--- src/rtl/tdq_pkg.sv ---
// Shared types, field widths and codes for the timer deadline queue.
// Used by the entry RAM and the queue core; depends on nothing else.

package tdq_pkg;

	localparam int DL_W         = 48;
	localparam int ID_W         = 16;
	localparam int CAPACITY_DEF = 16;
	localparam int MAX_OUT      = 16;

	localparam int IN_TDATA_W  = 64;
	localparam int OUT_TDATA_W = 72;

	localparam logic CMD_INSERT = 1'b0;
	localparam logic CMD_EXPIRE = 1'b1;

	localparam logic [1:0] KIND_INSERT  = 2'd0;
	localparam logic [1:0] KIND_EXPIRED = 2'd1;
	localparam logic [1:0] KIND_NONE    = 2'd2;

	localparam logic [1:0] STATUS_OK   = 2'd0;
	localparam logic [1:0] STATUS_FULL = 2'd1;
	localparam logic [1:0] STATUS_DUP  = 2'd2;

	typedef struct packed {
		logic [DL_W-1:0] deadline;
		logic [ID_W-1:0] id;
	} entry_t;

	localparam int ENTRY_W = $bits(entry_t);

	// True when pair a sorts strictly before pair b: by deadline, then by id.
	function automatic logic pair_less(entry_t a, entry_t b);
		return (a.deadline < b.deadline) ||
			((a.deadline == b.deadline) && (a.id < b.id));
	endfunction

endpackage

--- src/rtl/timer_deadline_queue_core.sv ---
// Timer deadline queue: a sorted table of (deadline, id) pairs in one RAM,
// driven by a read-modify-write sequencer. Depends on tdq_pkg and tdq_ram.

// The queue holds up to CAPACITY timers sorted by deadline, then by id, in a
// single entry RAM; only entries below the fill count are ever read, so there
// is no clearing pass after reset. One request is handled at a time. Each RAM
// step issues a read in one cycle and uses the data in the next. An insert
// scans down from the tail to its slot and then shifts the later entries up.
// An expire scans the due entries (at most 16), reports them and moves the
// rest down, and it waits while the output is stalled. A result waits in an
// output register, and the next request is taken while it waits.

module timer_deadline_queue_core
	import tdq_pkg::*;
#(
	parameter int CAPACITY = CAPACITY_DEF
) (
	input  logic                   clk,
	input  logic                   arst_n,
	input  logic                   s_tvalid,
	output logic                   s_tready,
	// time_value [47:0], timer_id [63:48]
	input  logic [IN_TDATA_W-1:0]  s_tdata,
	// cmd [0]
	input  logic                   s_tuser,
	output logic                   m_tvalid,
	input  logic                   m_tready,
	// out_id [15:0], out_deadline [63:16], is_earliest [64], status [66:65]
	output logic [OUT_TDATA_W-1:0] m_tdata,
	// kind [1:0]
	output logic [1:0]             m_tuser,
	output logic                   m_tlast
);

	localparam int AW      = $clog2(CAPACITY);
	localparam int CW      = $clog2(CAPACITY + 1);
	localparam int OUT_LIM = (MAX_OUT < CAPACITY) ? MAX_OUT : CAPACITY;

	localparam logic [3:0] ST_IDLE      = 4'd0;
	localparam logic [3:0] ST_ISCAN_RD  = 4'd1;
	localparam logic [3:0] ST_ISCAN_CMP = 4'd2;
	localparam logic [3:0] ST_ISHIFT_RD = 4'd3;
	localparam logic [3:0] ST_ISHIFT_WR = 4'd4;
	localparam logic [3:0] ST_IWRITE    = 4'd5;
	localparam logic [3:0] ST_REPLY     = 4'd6;
	localparam logic [3:0] ST_XSCAN_RD  = 4'd7;
	localparam logic [3:0] ST_XSCAN_CMP = 4'd8;
	localparam logic [3:0] ST_XEMIT_RD  = 4'd9;
	localparam logic [3:0] ST_XEMIT_OUT = 4'd10;
	localparam logic [3:0] ST_XMOVE_RD  = 4'd11;
	localparam logic [3:0] ST_XMOVE_WR  = 4'd12;
	localparam logic [3:0] ST_NONE      = 4'd13;

	logic [3:0]      state_q;
	logic [AW-1:0]   idx_q;
	logic [AW-1:0]   pos_q;
	logic [CW-1:0]   n_q;
	logic [CW-1:0]   count_q;
	logic [DL_W-1:0] tv_q;
	logic [ID_W-1:0] id_q;
	logic            early_q;
	logic [1:0]      status_q;

	logic            out_valid_q;
	logic [1:0]      out_kind_q;
	logic [ID_W-1:0] out_id_q;
	logic [DL_W-1:0] out_dl_q;
	logic            out_early_q;
	logic [1:0]      out_status_q;
	logic            out_last_q;

	logic               ram_we;
	logic [AW-1:0]      ram_waddr;
	logic [ENTRY_W-1:0] ram_wdata;
	logic               ram_re;
	logic [AW-1:0]      ram_raddr;
	logic [ENTRY_W-1:0] ram_rdata;

	entry_t        rd_entry;
	entry_t        new_entry;
	logic          less_c;
	logic          same_c;
	logic          due_c;
	logic          slot_free;
	logic          out_load;
	logic [CW-1:0] idx_p1_c;

	tdq_ram #(
		.WIDTH(ENTRY_W),
		.DEPTH(CAPACITY)
	) u_ram (
		.clk   (clk),
		.we    (ram_we),
		.waddr (ram_waddr),
		.wdata (ram_wdata),
		.re    (ram_re),
		.raddr (ram_raddr),
		.rdata (ram_rdata)
	);

	assign rd_entry  = entry_t'(ram_rdata);
	assign new_entry = '{deadline: tv_q, id: id_q};
	assign less_c    = pair_less(new_entry, rd_entry);
	assign same_c    = (rd_entry == new_entry);
	assign due_c     = (rd_entry.deadline <= tv_q);
	assign slot_free = !out_valid_q || m_tready;
	assign idx_p1_c  = CW'(idx_q) + CW'(1);
	assign out_load  = slot_free && ((state_q == ST_REPLY) || (state_q == ST_XEMIT_OUT) ||
		(state_q == ST_NONE));

	// Reads and writes fall in separate states, so an entry is never read in
	// the cycle it is written and no forwarding is needed.
	always_comb begin
		ram_re    = 1'b0;
		ram_raddr = idx_q;
		ram_we    = 1'b0;
		ram_waddr = idx_q;
		ram_wdata = ram_rdata;
		unique case (state_q)
			ST_ISCAN_RD, ST_XSCAN_RD, ST_XEMIT_RD, ST_XMOVE_RD: begin
				ram_re = 1'b1;
			end
			ST_ISHIFT_RD: begin
				ram_re    = 1'b1;
				ram_raddr = idx_q - AW'(1);
			end
			ST_ISHIFT_WR: begin
				ram_we = 1'b1;
			end
			ST_IWRITE: begin
				ram_we    = 1'b1;
				ram_waddr = pos_q;
				ram_wdata = new_entry;
			end
			ST_XMOVE_WR: begin
				ram_we    = 1'b1;
				ram_waddr = AW'(CW'(idx_q) - n_q);
			end
			default: begin
			end
		endcase
	end

	always_ff @(posedge clk or negedge arst_n) begin
		if (!arst_n) begin
			state_q      <= ST_IDLE;
			idx_q        <= '0;
			pos_q        <= '0;
			n_q          <= '0;
			count_q      <= '0;
			tv_q         <= '0;
			id_q         <= '0;
			early_q      <= 1'b0;
			status_q     <= STATUS_OK;
			out_valid_q  <= 1'b0;
			out_kind_q   <= KIND_INSERT;
			out_id_q     <= '0;
			out_dl_q     <= '0;
			out_early_q  <= 1'b0;
			out_status_q <= STATUS_OK;
			out_last_q   <= 1'b0;
		end else begin
			if (out_load) begin
				out_valid_q <= 1'b1;
			end else if (m_tready) begin
				out_valid_q <= 1'b0;
			end
			unique case (state_q)
				ST_IDLE: begin
					if (s_tvalid) begin
						tv_q     <= s_tdata[DL_W-1:0];
						id_q     <= s_tdata[DL_W+ID_W-1:DL_W];
						status_q <= STATUS_OK;
						early_q  <= (count_q == '0);
						n_q      <= '0;
						if (s_tuser == CMD_INSERT) begin
							if (count_q == '0) begin
								pos_q   <= '0;
								state_q <= ST_IWRITE;
							end else begin
								idx_q   <= AW'(count_q - CW'(1));
								state_q <= ST_ISCAN_RD;
							end
						end else begin
							if (count_q == '0) begin
								state_q <= ST_NONE;
							end else begin
								idx_q   <= '0;
								state_q <= ST_XSCAN_RD;
							end
						end
					end
				end
				ST_ISCAN_RD: begin
					state_q <= ST_ISCAN_CMP;
				end
				ST_ISCAN_CMP: begin
					if (less_c && (idx_q != '0)) begin
						idx_q   <= idx_q - AW'(1);
						state_q <= ST_ISCAN_RD;
					end else begin
						// The slot is found; the duplicate check wins over the full check.
						priority if (same_c) begin
							status_q <= STATUS_DUP;
							early_q  <= 1'b0;
							state_q  <= ST_REPLY;
						end else if (count_q == CW'(CAPACITY)) begin
							status_q <= STATUS_FULL;
							early_q  <= 1'b0;
							state_q  <= ST_REPLY;
						end else if (less_c) begin
							// New head; a tie on the deadline does not move the alarm.
							pos_q   <= '0;
							early_q <= (tv_q < rd_entry.deadline);
							idx_q   <= AW'(count_q);
							state_q <= ST_ISHIFT_RD;
						end else begin
							pos_q   <= AW'(idx_p1_c);
							early_q <= 1'b0;
							if (idx_p1_c == count_q) begin
								state_q <= ST_IWRITE;
							end else begin
								idx_q   <= AW'(count_q);
								state_q <= ST_ISHIFT_RD;
							end
						end
					end
				end
				ST_ISHIFT_RD: begin
					state_q <= ST_ISHIFT_WR;
				end
				ST_ISHIFT_WR: begin
					if ((idx_q - AW'(1)) == pos_q) begin
						state_q <= ST_IWRITE;
					end else begin
						idx_q   <= idx_q - AW'(1);
						state_q <= ST_ISHIFT_RD;
					end
				end
				ST_IWRITE: begin
					count_q <= count_q + CW'(1);
					state_q <= ST_REPLY;
				end
				ST_REPLY: begin
					if (slot_free) begin
						out_kind_q   <= KIND_INSERT;
						out_id_q     <= id_q;
						out_dl_q     <= tv_q;
						out_early_q  <= early_q;
						out_status_q <= status_q;
						out_last_q   <= 1'b1;
						state_q      <= ST_IDLE;
					end
				end
				ST_XSCAN_RD: begin
					state_q <= ST_XSCAN_CMP;
				end
				ST_XSCAN_CMP: begin
					if (due_c) begin
						n_q <= idx_p1_c;
						if ((idx_p1_c == count_q) || (idx_p1_c == CW'(OUT_LIM))) begin
							idx_q   <= '0;
							state_q <= ST_XEMIT_RD;
						end else begin
							idx_q   <= AW'(idx_p1_c);
							state_q <= ST_XSCAN_RD;
						end
					end else if (n_q == '0) begin
						state_q <= ST_NONE;
					end else begin
						idx_q   <= '0;
						state_q <= ST_XEMIT_RD;
					end
				end
				ST_XEMIT_RD: begin
					state_q <= ST_XEMIT_OUT;
				end
				ST_XEMIT_OUT: begin
					// Read data holds while the output is stalled.
					if (slot_free) begin
						out_kind_q   <= KIND_EXPIRED;
						out_id_q     <= rd_entry.id;
						out_dl_q     <= rd_entry.deadline;
						out_early_q  <= 1'b0;
						out_status_q <= STATUS_OK;
						out_last_q   <= (idx_p1_c == n_q);
						if (idx_p1_c == n_q) begin
							if (n_q == count_q) begin
								count_q <= '0;
								state_q <= ST_IDLE;
							end else begin
								idx_q   <= AW'(n_q);
								state_q <= ST_XMOVE_RD;
							end
						end else begin
							idx_q   <= AW'(idx_p1_c);
							state_q <= ST_XEMIT_RD;
						end
					end
				end
				ST_XMOVE_RD: begin
					state_q <= ST_XMOVE_WR;
				end
				ST_XMOVE_WR: begin
					if (idx_p1_c == count_q) begin
						count_q <= count_q - n_q;
						state_q <= ST_IDLE;
					end else begin
						idx_q   <= AW'(idx_p1_c);
						state_q <= ST_XMOVE_RD;
					end
				end
				ST_NONE: begin
					if (slot_free) begin
						out_kind_q   <= KIND_NONE;
						out_id_q     <= '0;
						out_dl_q     <= '0;
						out_early_q  <= 1'b0;
						out_status_q <= STATUS_OK;
						out_last_q   <= 1'b1;
						state_q      <= ST_IDLE;
					end
				end
				default: begin
					state_q <= ST_IDLE;
				end
			endcase
		end
	end

	assign s_tready = (state_q == ST_IDLE);
	assign m_tvalid = out_valid_q;
	assign m_tuser  = out_kind_q;
	assign m_tlast  = out_last_q;
	assign m_tdata  = {(OUT_TDATA_W - DL_W - ID_W - 3)'(0), out_status_q, out_early_q,
		out_dl_q, out_id_q};

	a_count_bound: assert property (@(posedge clk) disable iff (!arst_n)
		count_q <= CW'(CAPACITY))
		else $error("fill count above capacity");

	a_ram_no_overlap: assert property (@(posedge clk) disable iff (!arst_n)
		!(ram_we && ram_re))
		else $error("entry RAM read and written in the same cycle");

	a_none_clean: assert property (@(posedge clk) disable iff (!arst_n)
		(m_tvalid && (m_tuser == KIND_NONE)) |-> ((m_tdata == '0) && m_tlast))
		else $error("nothing-expired result carries data or lacks last");

endmodule

--- src/rtl/tdq_ram.sv ---
// Generic simple dual-port RAM: one write port, one read port, registered read.
// Depends on tdq_pkg for its default sizes only.

module tdq_ram
	import tdq_pkg::*;
#(
	parameter int WIDTH = ENTRY_W,
	parameter int DEPTH = CAPACITY_DEF
) (
	input  logic                     clk,
	input  logic                     we,
	input  logic [$clog2(DEPTH)-1:0] waddr,
	input  logic [WIDTH-1:0]         wdata,
	input  logic                     re,
	input  logic [$clog2(DEPTH)-1:0] raddr,
	output logic [WIDTH-1:0]         rdata
);

	logic [WIDTH-1:0] mem [DEPTH];

	// Read data holds while re is low.
	always_ff @(posedge clk) begin
		if (we) begin
			mem[waddr] <= wdata;
		end
		if (re) begin
			rdata <= mem[raddr];
		end
	end

endmodule

--- config.mk ---
export PLATFORM = sky130hd
export DESIGN_NAME = timer_deadline_queue_core
export DESIGN_NICKNAME = d
export VERILOG_FILES = /design/src/rtl/tdq_pkg.sv /design/src/rtl/timer_deadline_queue_core.sv /design/src/rtl/tdq_ram.sv
export SDC_FILE = /design/constraint.sdc
export NUM_CORES = 2
export LEC_CHECK = 0
export ABC_AREA = 1
export BUFFER_PORTS_ARGS = -buffer_cell sky130_fd_sc_hd__clkbuf_2
export CORE_MARGIN = 2
export CORE_UTILIZATION = 45
export DETAILED_ROUTE_END_ITERATION = 10
export HOLD_SLACK_MARGIN = 0.02
export PLACE_DENSITY_LB_ADDON = 0.2
export SLEW_MARGIN = 20
export SYNTH_ARGS = -nofsm -noshare
export SYNTH_HDL_FRONTEND = slang
export SYNTH_SLANG_ARGS = --single-unit
--- constraint.sdc ---
create_clock -name clk -period 7.25 [get_ports clk]
set_clock_uncertainty 0.1 [all_clocks]
set_input_delay 1.45 -clock clk [delete_from_list [all_inputs] [get_ports clk]]
set_output_delay 1.45 -clock clk [all_outputs]
set_load 0.01 [all_outputs]
---- Yosys cells after proc, flatten, opt, wreduce, memory -nomap -nowiden ----
Memories as Yosys holds them, arrays and structs flattened. A register that Yosys moved wholly into a read port is not among the register bits.
Index checks and enable logic that the tools add are counted.
operators by class
  $add $sub $neg .......................... 6
  $lt $le $gt $ge ......................... 3
  reductions and logical operators ........ 36
  equal/unequal tests ..................... 45
  multiplexer cells ....................... 93
operators by type and width
  cell                                                                   number
  48-bit two-way mux                                                     3
  48-bit case mux with 3 select lines                                    1
  4-bit two-way mux                                                      35
  64-bit equality test                                                   1
  64-bit two-way mux                                                     1
  4-bit case mux with 13 select lines                                    1
  48-bit equality test                                                   1
  48-bit <= comparator                                                   1
  48-bit < comparator                                                    1
  16-bit two-way mux                                                     3
  16-bit case mux with 3 select lines                                    1
  5-bit two-way mux                                                      6
  2-bit != test, second input constant                                   13
  4-bit equality test, second input constant                             6
  3-bit two-way mux                                                      8
  4-bit case mux with 6 select lines                                     1
  4-bit by 3-bit equality test with 1-bit output, second input constant  4
  16-bit < comparator                                                    1
  2-bit two-way mux                                                      8
  4-bit case mux with 2 select lines                                     2
  5-bit equality test                                                    3
  1-bit two-way mux                                                      15
  3-bit != test, second input constant                                   5
  5-bit case mux with 3 select lines                                     1
  33 further kinds                                                       61
word-level totals
  bits in registers ....................... 160
  bits of input ports ..................... 69
  memory bits (writable) .................. 1024
  output and inout port bits .............. 77
  memories kept ........................... 1
memories
  memory     words  width  rd ports  clocked after memory_dff  wr ports  line           text
  u_ram.mem  16     64     1         1                         1         tdq_ram.sv:19  logic [WIDTH-1:0] mem [DEPTH];

---- Longest topological paths before layout ----
  depth after elaboration ................. 8
  depth in mapped cells ................... 20
  depth with buffers taken out ............ 20

---- Hierarchy ----
From an unflattened synthesis, not the netlist that was laid out.
second synthesis, totals
  cells, all modules ...................... 5507
  area total of the unflattened synthesis .. 56233.9 sq um
by module, submodules not included
  module                     area each (sq um)  times used  cells each
  tdq_ram                    45899.0            1           4210
  timer_deadline_queue_core  10334.9            1           1297

---- Worst setup path before layout ----
OpenSTA, ideal clock, no wires.
  kind .................................... register to register
  start ................................... register state_q[2]
  end ..................................... register state_q[3]
  slack ................................... 0.829 ns
  period minus slack after synthesis ...... 6.421 ns
  arrival time ............................ 6.238 ns
  cell stages (with the launch flop) ...... 8
  required time ........................... 7.067 ns
  path buffers ............................ 0
  cells stage by stage .................... dfrtp_1 > nand2_1 > inv_1 > a211oi_1 > a22oi_1 > nand2_1 > o21ai_0 > o21ai_0
on the way
  longest elaborated chain between the ends .. 4
  elaborated cells between the ends (all ways) .. 20
RTL lines
  item                                                                                   line                              text
  start, declared                                                                        timer_deadline_queue_core.sv:54   logic [3:0] state_q;
  start signal, assigned                                                                 timer_deadline_queue_core.sv:146  state_q <= ST_IDLE;
  start signal, assigned                                                                 timer_deadline_queue_core.sv:179  state_q <= ST_IWRITE;
  start signal, assigned                                                                 timer_deadline_queue_core.sv:182  state_q <= ST_ISCAN_RD;
  4-bit by 3-bit equality test with 1-bit output or 4-bit equality test (tied branches)  timer_deadline_queue_core.sv:168  unique case (state_q)
  2-bit OR reduction (no source line)                                                    n/a
  2-bit by 1-bit != test with 1-bit output (no source line)                              n/a
  3-bit AND reduction (no source line)                                                   n/a
Several ways; a longest one is shown, not always the timed one.
A chain may end at the register's enable or synchronous reset.

---- Final worst setup path ----
  start ................................... register state_q[2]
  end ..................................... memory u_ram.mem[5][24] (netlist bit) (enable)
on the way
  longest elaborated chain between the ends .. 5
  elaborated cells between the ends (all ways) .. 8
RTL lines
  item                                                                                   line                              text
  4-bit by 3-bit equality test with 1-bit output or 4-bit equality test (tied branches)  timer_deadline_queue_core.sv:119  unique case (state_q)
  3-bit OR reduction (no source line)                                                    n/a
  1-bit two-way mux                                                                      timer_deadline_queue_core.sv:119
  1-bit two-way mux                                                                      tdq_ram.sv:23                     if (we) begin
  1-bit two-way mux (not written as such)                                                tdq_ram.sv:24                     mem[waddr] <= wdata;
  end, declared                                                                          tdq_ram.sv:19
Several ways; a longest one is shown, not always the timed one.

==> out/qor_table.md <==
| Quantity | Value |
|:---|:---|
| Run status | finished clean |
| Crit-path max FO | 50 |
| Initial drt markers | 3714 |
| Power per standard cell area | 487 nW/um^2 |
| Share of the yosys chip area belonging to registers | 70.3% |
| Share of cells above drive strength 1 | 10.8% |
| Peak supply drop | 609 uV |
| Number of fillers in the final layout | 9853 |
| Remaining global-route overflow | 0 |
| Number of levels in the clock H-tree | 4 |
| Warnings, synthesis | 0 |
| Die footprint | 119000 um^2 |
| Part of the power in combinational logic | 39.4% |
| Pins over their slew limit | 0 |
| Post-CTS Setup Inserts | 0 |
| CORE AREA | 115000 um^2 |
| Row count | 124 |
| Slowest Stage Delay on Critical Path | 0.91 ns |
| DP HPWL | 72700 um |
| Cell Int Power | 17300 uW |
| Share of synthesized registers carrying an async set or reset | 12.8% |
| Global placement routability congestion | 0.892 |
| Global routing usage summed across all routing layers | 22.4% |
| Count of flip-flops with a built-in enable after synthesis | 1088 |
| Number of maximum-capacitance violations | 0 |
| Fraction of met2 tracks used by global routing | 34.9% |
| Clock tree from TritonCTS | yes |
| WP data arrival | 5.10 ns |
| Net switching power figure | 11500 uW |
| Diode insertion count for antenna repair | 0 |
| Clock share of power | 23.3% |
| Post-DR wirelength/cell | 21.9 um |
| Total negative setup slack | 0 ns |
| Clock tree buffer depth | 3 |
| Met3 Track Usage GR | 4.25% |
| Count of boundary I/O pins | 146 |
| Total clock buffers created by CTS | 135 |
| Cell occurring most often along the worst timing path | sky130_fd_sc_hd__inv_1 |
| Total count of hold-check failures in the final report | 0 |
| Layout Area Growth over Synthesis | 13.1% |
| Setup repair after global routing missed its margin | false |
| Kind of end point of the critical path | flop |
| Number of nets in the layout | 4629 |
| Leakage power | 0.0209 uW |
| Sinks on Clock Net | 1248 |
| Most repeated cell in the gate-level netlist after synthesis | sky130_fd_sc_hd__edfxtp_1 |
| Quantity of hold-fixing buffers added after cts | 0 |
| Via/cell ratio | 5.59 |
| Worst setup path category | reg -> reg |
| Post-route minimum period | 4.88 ns |
| Gr busiest metal | met2 |
| Via count | 34100 |
| Worst hold slack | 0.373 ns |
| Pin count of the biggest net entering global routing | 213 |
| Synth area leaders | sky130_fd_sc_hd__edfxtp_1 (63%), sky130_fd_sc_hd__dfrtp_1 (7.7%), sky130_fd_sc_hd__nor2_1 (6.6%) |
| Buffers added on ports | 140 |
| Cells resized by post-CTS repair | 0 |
| Transition time of the tightest slew-check pin | 1.27 ns |
| Worst-case headroom to the max-slew limit | 15.1% |
| Relative contribution of sequential cells to total power | 37.3% |
| Clk_lat worst skew | 0.75 ns |
| Die span in x | 345 um |
| CP top delay family | simple AND/OR/NAND/NOR gates |
| CP required | 7.48 ns |
| Mean cell area of the mapped netlist | 11.9 um^2 |
| Total of endpoints with negative setup slack in the final report | 0 |
| Critical Path, Cell by Cell | inv_1 -> nor2_1 -> inv_1 -> nor2_4 -> nor2_1 -> inv_1 -> o211ai_1 -> o21ai_0 -> nand2_1 -> nor2_4 -> buf_4 |
| CTS Root Buffer Type | sky130_fd_sc_hd__clkbuf_16 |
| Antenna-violating nets left | 0 |
| Primary flip-flop cell chosen by synthesis mapping | sky130_fd_sc_hd__edfxtp_1 |
| Total of flip-flops plus latches after synthesis | 1248 |
| Nature of the critical path startpoint | flop |
| Number of antenna violations at the first check in global routing | 2 |
| Reg clk slew, reported paths | 0.05 ns |
| Die span in y | 345 um |
| Effective utilization at floorplan | 45.5% |
| Detailed-route wire length | 133000 um |
| Global-route wire length before repair | 201000 um |
| Proportion of netlist area held by the largest area contributor | 62.6% |
| GR Layer Usage met1 | 31.8% |
| Fraction of power spent switching nets | 39.9% |
| Most common library cells after synthesis | sky130_fd_sc_hd__edfxtp_1 (1088), sky130_fd_sc_hd__nor2_1 (924), sky130_fd_sc_hd__o21ai_0 (518), sky130_fd_sc_hd__nand2_1 (467), sky130_fd_sc_hd__o211ai_1 (195) |
| Critical Path Slowest Stage Cell | sky130_fd_sc_hd__buf_4 |
| Worst path buffer plus inverter count | 4 |
| Library cells used by synthesis | 48 |
| Top cell type by total area after synthesis | sky130_fd_sc_hd__edfxtp_1 |
| Final worst path period share | 67.2% |
| Post-Synthesis Cells | 4389 |
| Number of global-route vias before repair | 32600 |
| DRC violation count after routing | 0 |
| Drt pass-1 iters | 6 |
| Kind of path behind the tightest hold check | reg -> reg |
| Netlist Area Pre-Place | 52200 um^2 |
| Peak Freq | 205 MHz |
-- logic make-up (layout without fill, tap and decap cells) --
family	Yosys count	after routing	share of synthesized area [%]
mux	27	27	0.583
simple gates	1502	1502	11.1
fa+ha+maj	79	79	1.92
buf+inv	465	660	3.54
other cells	1	5	0.00718
compound gates	1048	1048	12.2
flops	1248	1248	70.3
xor+xnor	19	19	0.355
-- worst register-to-register path, stage by stage, from the launching register on --
cell                       delay (ns)
sky130_fd_sc_hd__dfrtp_1         0.47
sky130_fd_sc_hd__inv_1           0.10
sky130_fd_sc_hd__nor2_1          0.19
sky130_fd_sc_hd__inv_1           0.12
sky130_fd_sc_hd__nor2_4          0.72
sky130_fd_sc_hd__nor2_1          0.19
sky130_fd_sc_hd__inv_1           0.19
sky130_fd_sc_hd__o211ai_1        0.11
sky130_fd_sc_hd__o21ai_0         0.24
sky130_fd_sc_hd__nand2_1         0.41
sky130_fd_sc_hd__nor2_4          0.66
sky130_fd_sc_hd__buf_4           0.91
-- final timing paths --
path / startpoint / to / slack (ns) / cells after the start
setup / recovery: state_q[2] / u_ram.mem[5][24] / 2.37 / 11
hold / removal: out_id_q[4] / out_id_q[4] / 0.37 / 2
setup reg to reg: state_q[2] / u_ram.mem[5][24] / 2.37 / 11
hold reg to reg: out_id_q[4] / out_id_q[4] / 0.37 / 2
max in group asynchronous: arst_n / out_dl_q[22] / 5.39 / 2
min in group asynchronous: arst_n / tv_q[0] / 0.55 / 1
-- routing by layer --
| layer | up-vias | share of wire [%] |
|---|---|---|
| met3 | 210 | 6.4 |
| met5 | - | 0.0098 |
| met4 | 2 | 2.6 |
| met2 | 1099 | 46 |
| met1 | 16800 | 45 |
| li1 | 16000 | - |
-- power by group through the flow --
stage	Sequential (uW)	Clock [uW]	Combinational, uW
after global placement	10900	0	11100
after global routing	10800	7090	12700
after detailed placement	10900	0	11300
final	10700	6690	11300
after CTS	10700	6810	11300
after floorplan	10800	0	7510
-- placed cells by master, fill, tap and decap left out, types with 13 or more instances in the layout --
cell type	count
sky130_fd_sc_hd__dfrtp_1	160
sky130_fd_sc_hd__edfxtp_1	1088
sky130_fd_sc_hd__o221ai_1	32
sky130_fd_sc_hd__nand2_1	465
sky130_fd_sc_hd__o21ai_0	487
sky130_fd_sc_hd__nor2_1	905
sky130_fd_sc_hd__o22ai_1	43
sky130_fd_sc_hd__inv_1	184
sky130_fd_sc_hd__clkbuf_16	137
sky130_fd_sc_hd__clkbuf_2	139
sky130_fd_sc_hd__o32ai_1	95
sky130_fd_sc_hd__mux2_2	27
sky130_fd_sc_hd__o21ai_1	47
sky130_fd_sc_hd__a31oi_1	27
sky130_fd_sc_hd__ha_1	77
sky130_fd_sc_hd__a21oi_1	80
sky130_fd_sc_hd__o211ai_1	195
sky130_fd_sc_hd__clkinv_2	13
sky130_fd_sc_hd__nor2_4	19
sky130_fd_sc_hd__clkbuf_1	39
sky130_fd_sc_hd__clkinv_1	24
sky130_fd_sc_hd__o21ai_2	23
sky130_fd_sc_hd__nand3_1	53
sky130_fd_sc_hd__nor3_1	39
sky130_fd_sc_hd__buf_4	73
-- sequential cells by signal, summed over array words and instances, names as in the netlist, 5 cells and up --
name,flops
u_ram.mem,1024
u_ram.rdata,64
out_dl_q,48
tv_q,48
id_q,16
out_id_q,16
count_q,5
n_q,5
-- final cells by class --
| cell class | count | area (um^2) | area share [%] |
|---|---|---|---|
| well taps | 1512 | 1890 | 3.21 |
| clock inverters | 58 | 583 | 0.988 |
| flip-flops and latches | 1248 | 36700 | 62.1 |
| multi-input cells | 2680 | 14000 | 23.7 |
| repair buffers | 223 | 1450 | 2.46 |
| clock buffers | 186 | 3710 | 6.29 |
| inverters | 193 | 743 | 1.26 |
-- through the flow --
stage / total power, uW / util (%) / std cells / cell area (um^2) / worst slack [ns]
after floorplan: 18300 / - / 4393 / 52200 / 0.829
after global placement: 22000 / 47.7 / 5856 / 54600 / 2.54
after detailed placement: 22200 / 47.7 / 5856 / 54700 / 2.52
after CTS: 28900 / 51.4 / 6100 / 59000 / 2.44
after global routing: 30600 / 51.5 / 6100 / 59000 / 2.01
final: 28800 / 51.5 / 6100 / 59000 / 2.37
(Power assumes the default switching activity.)
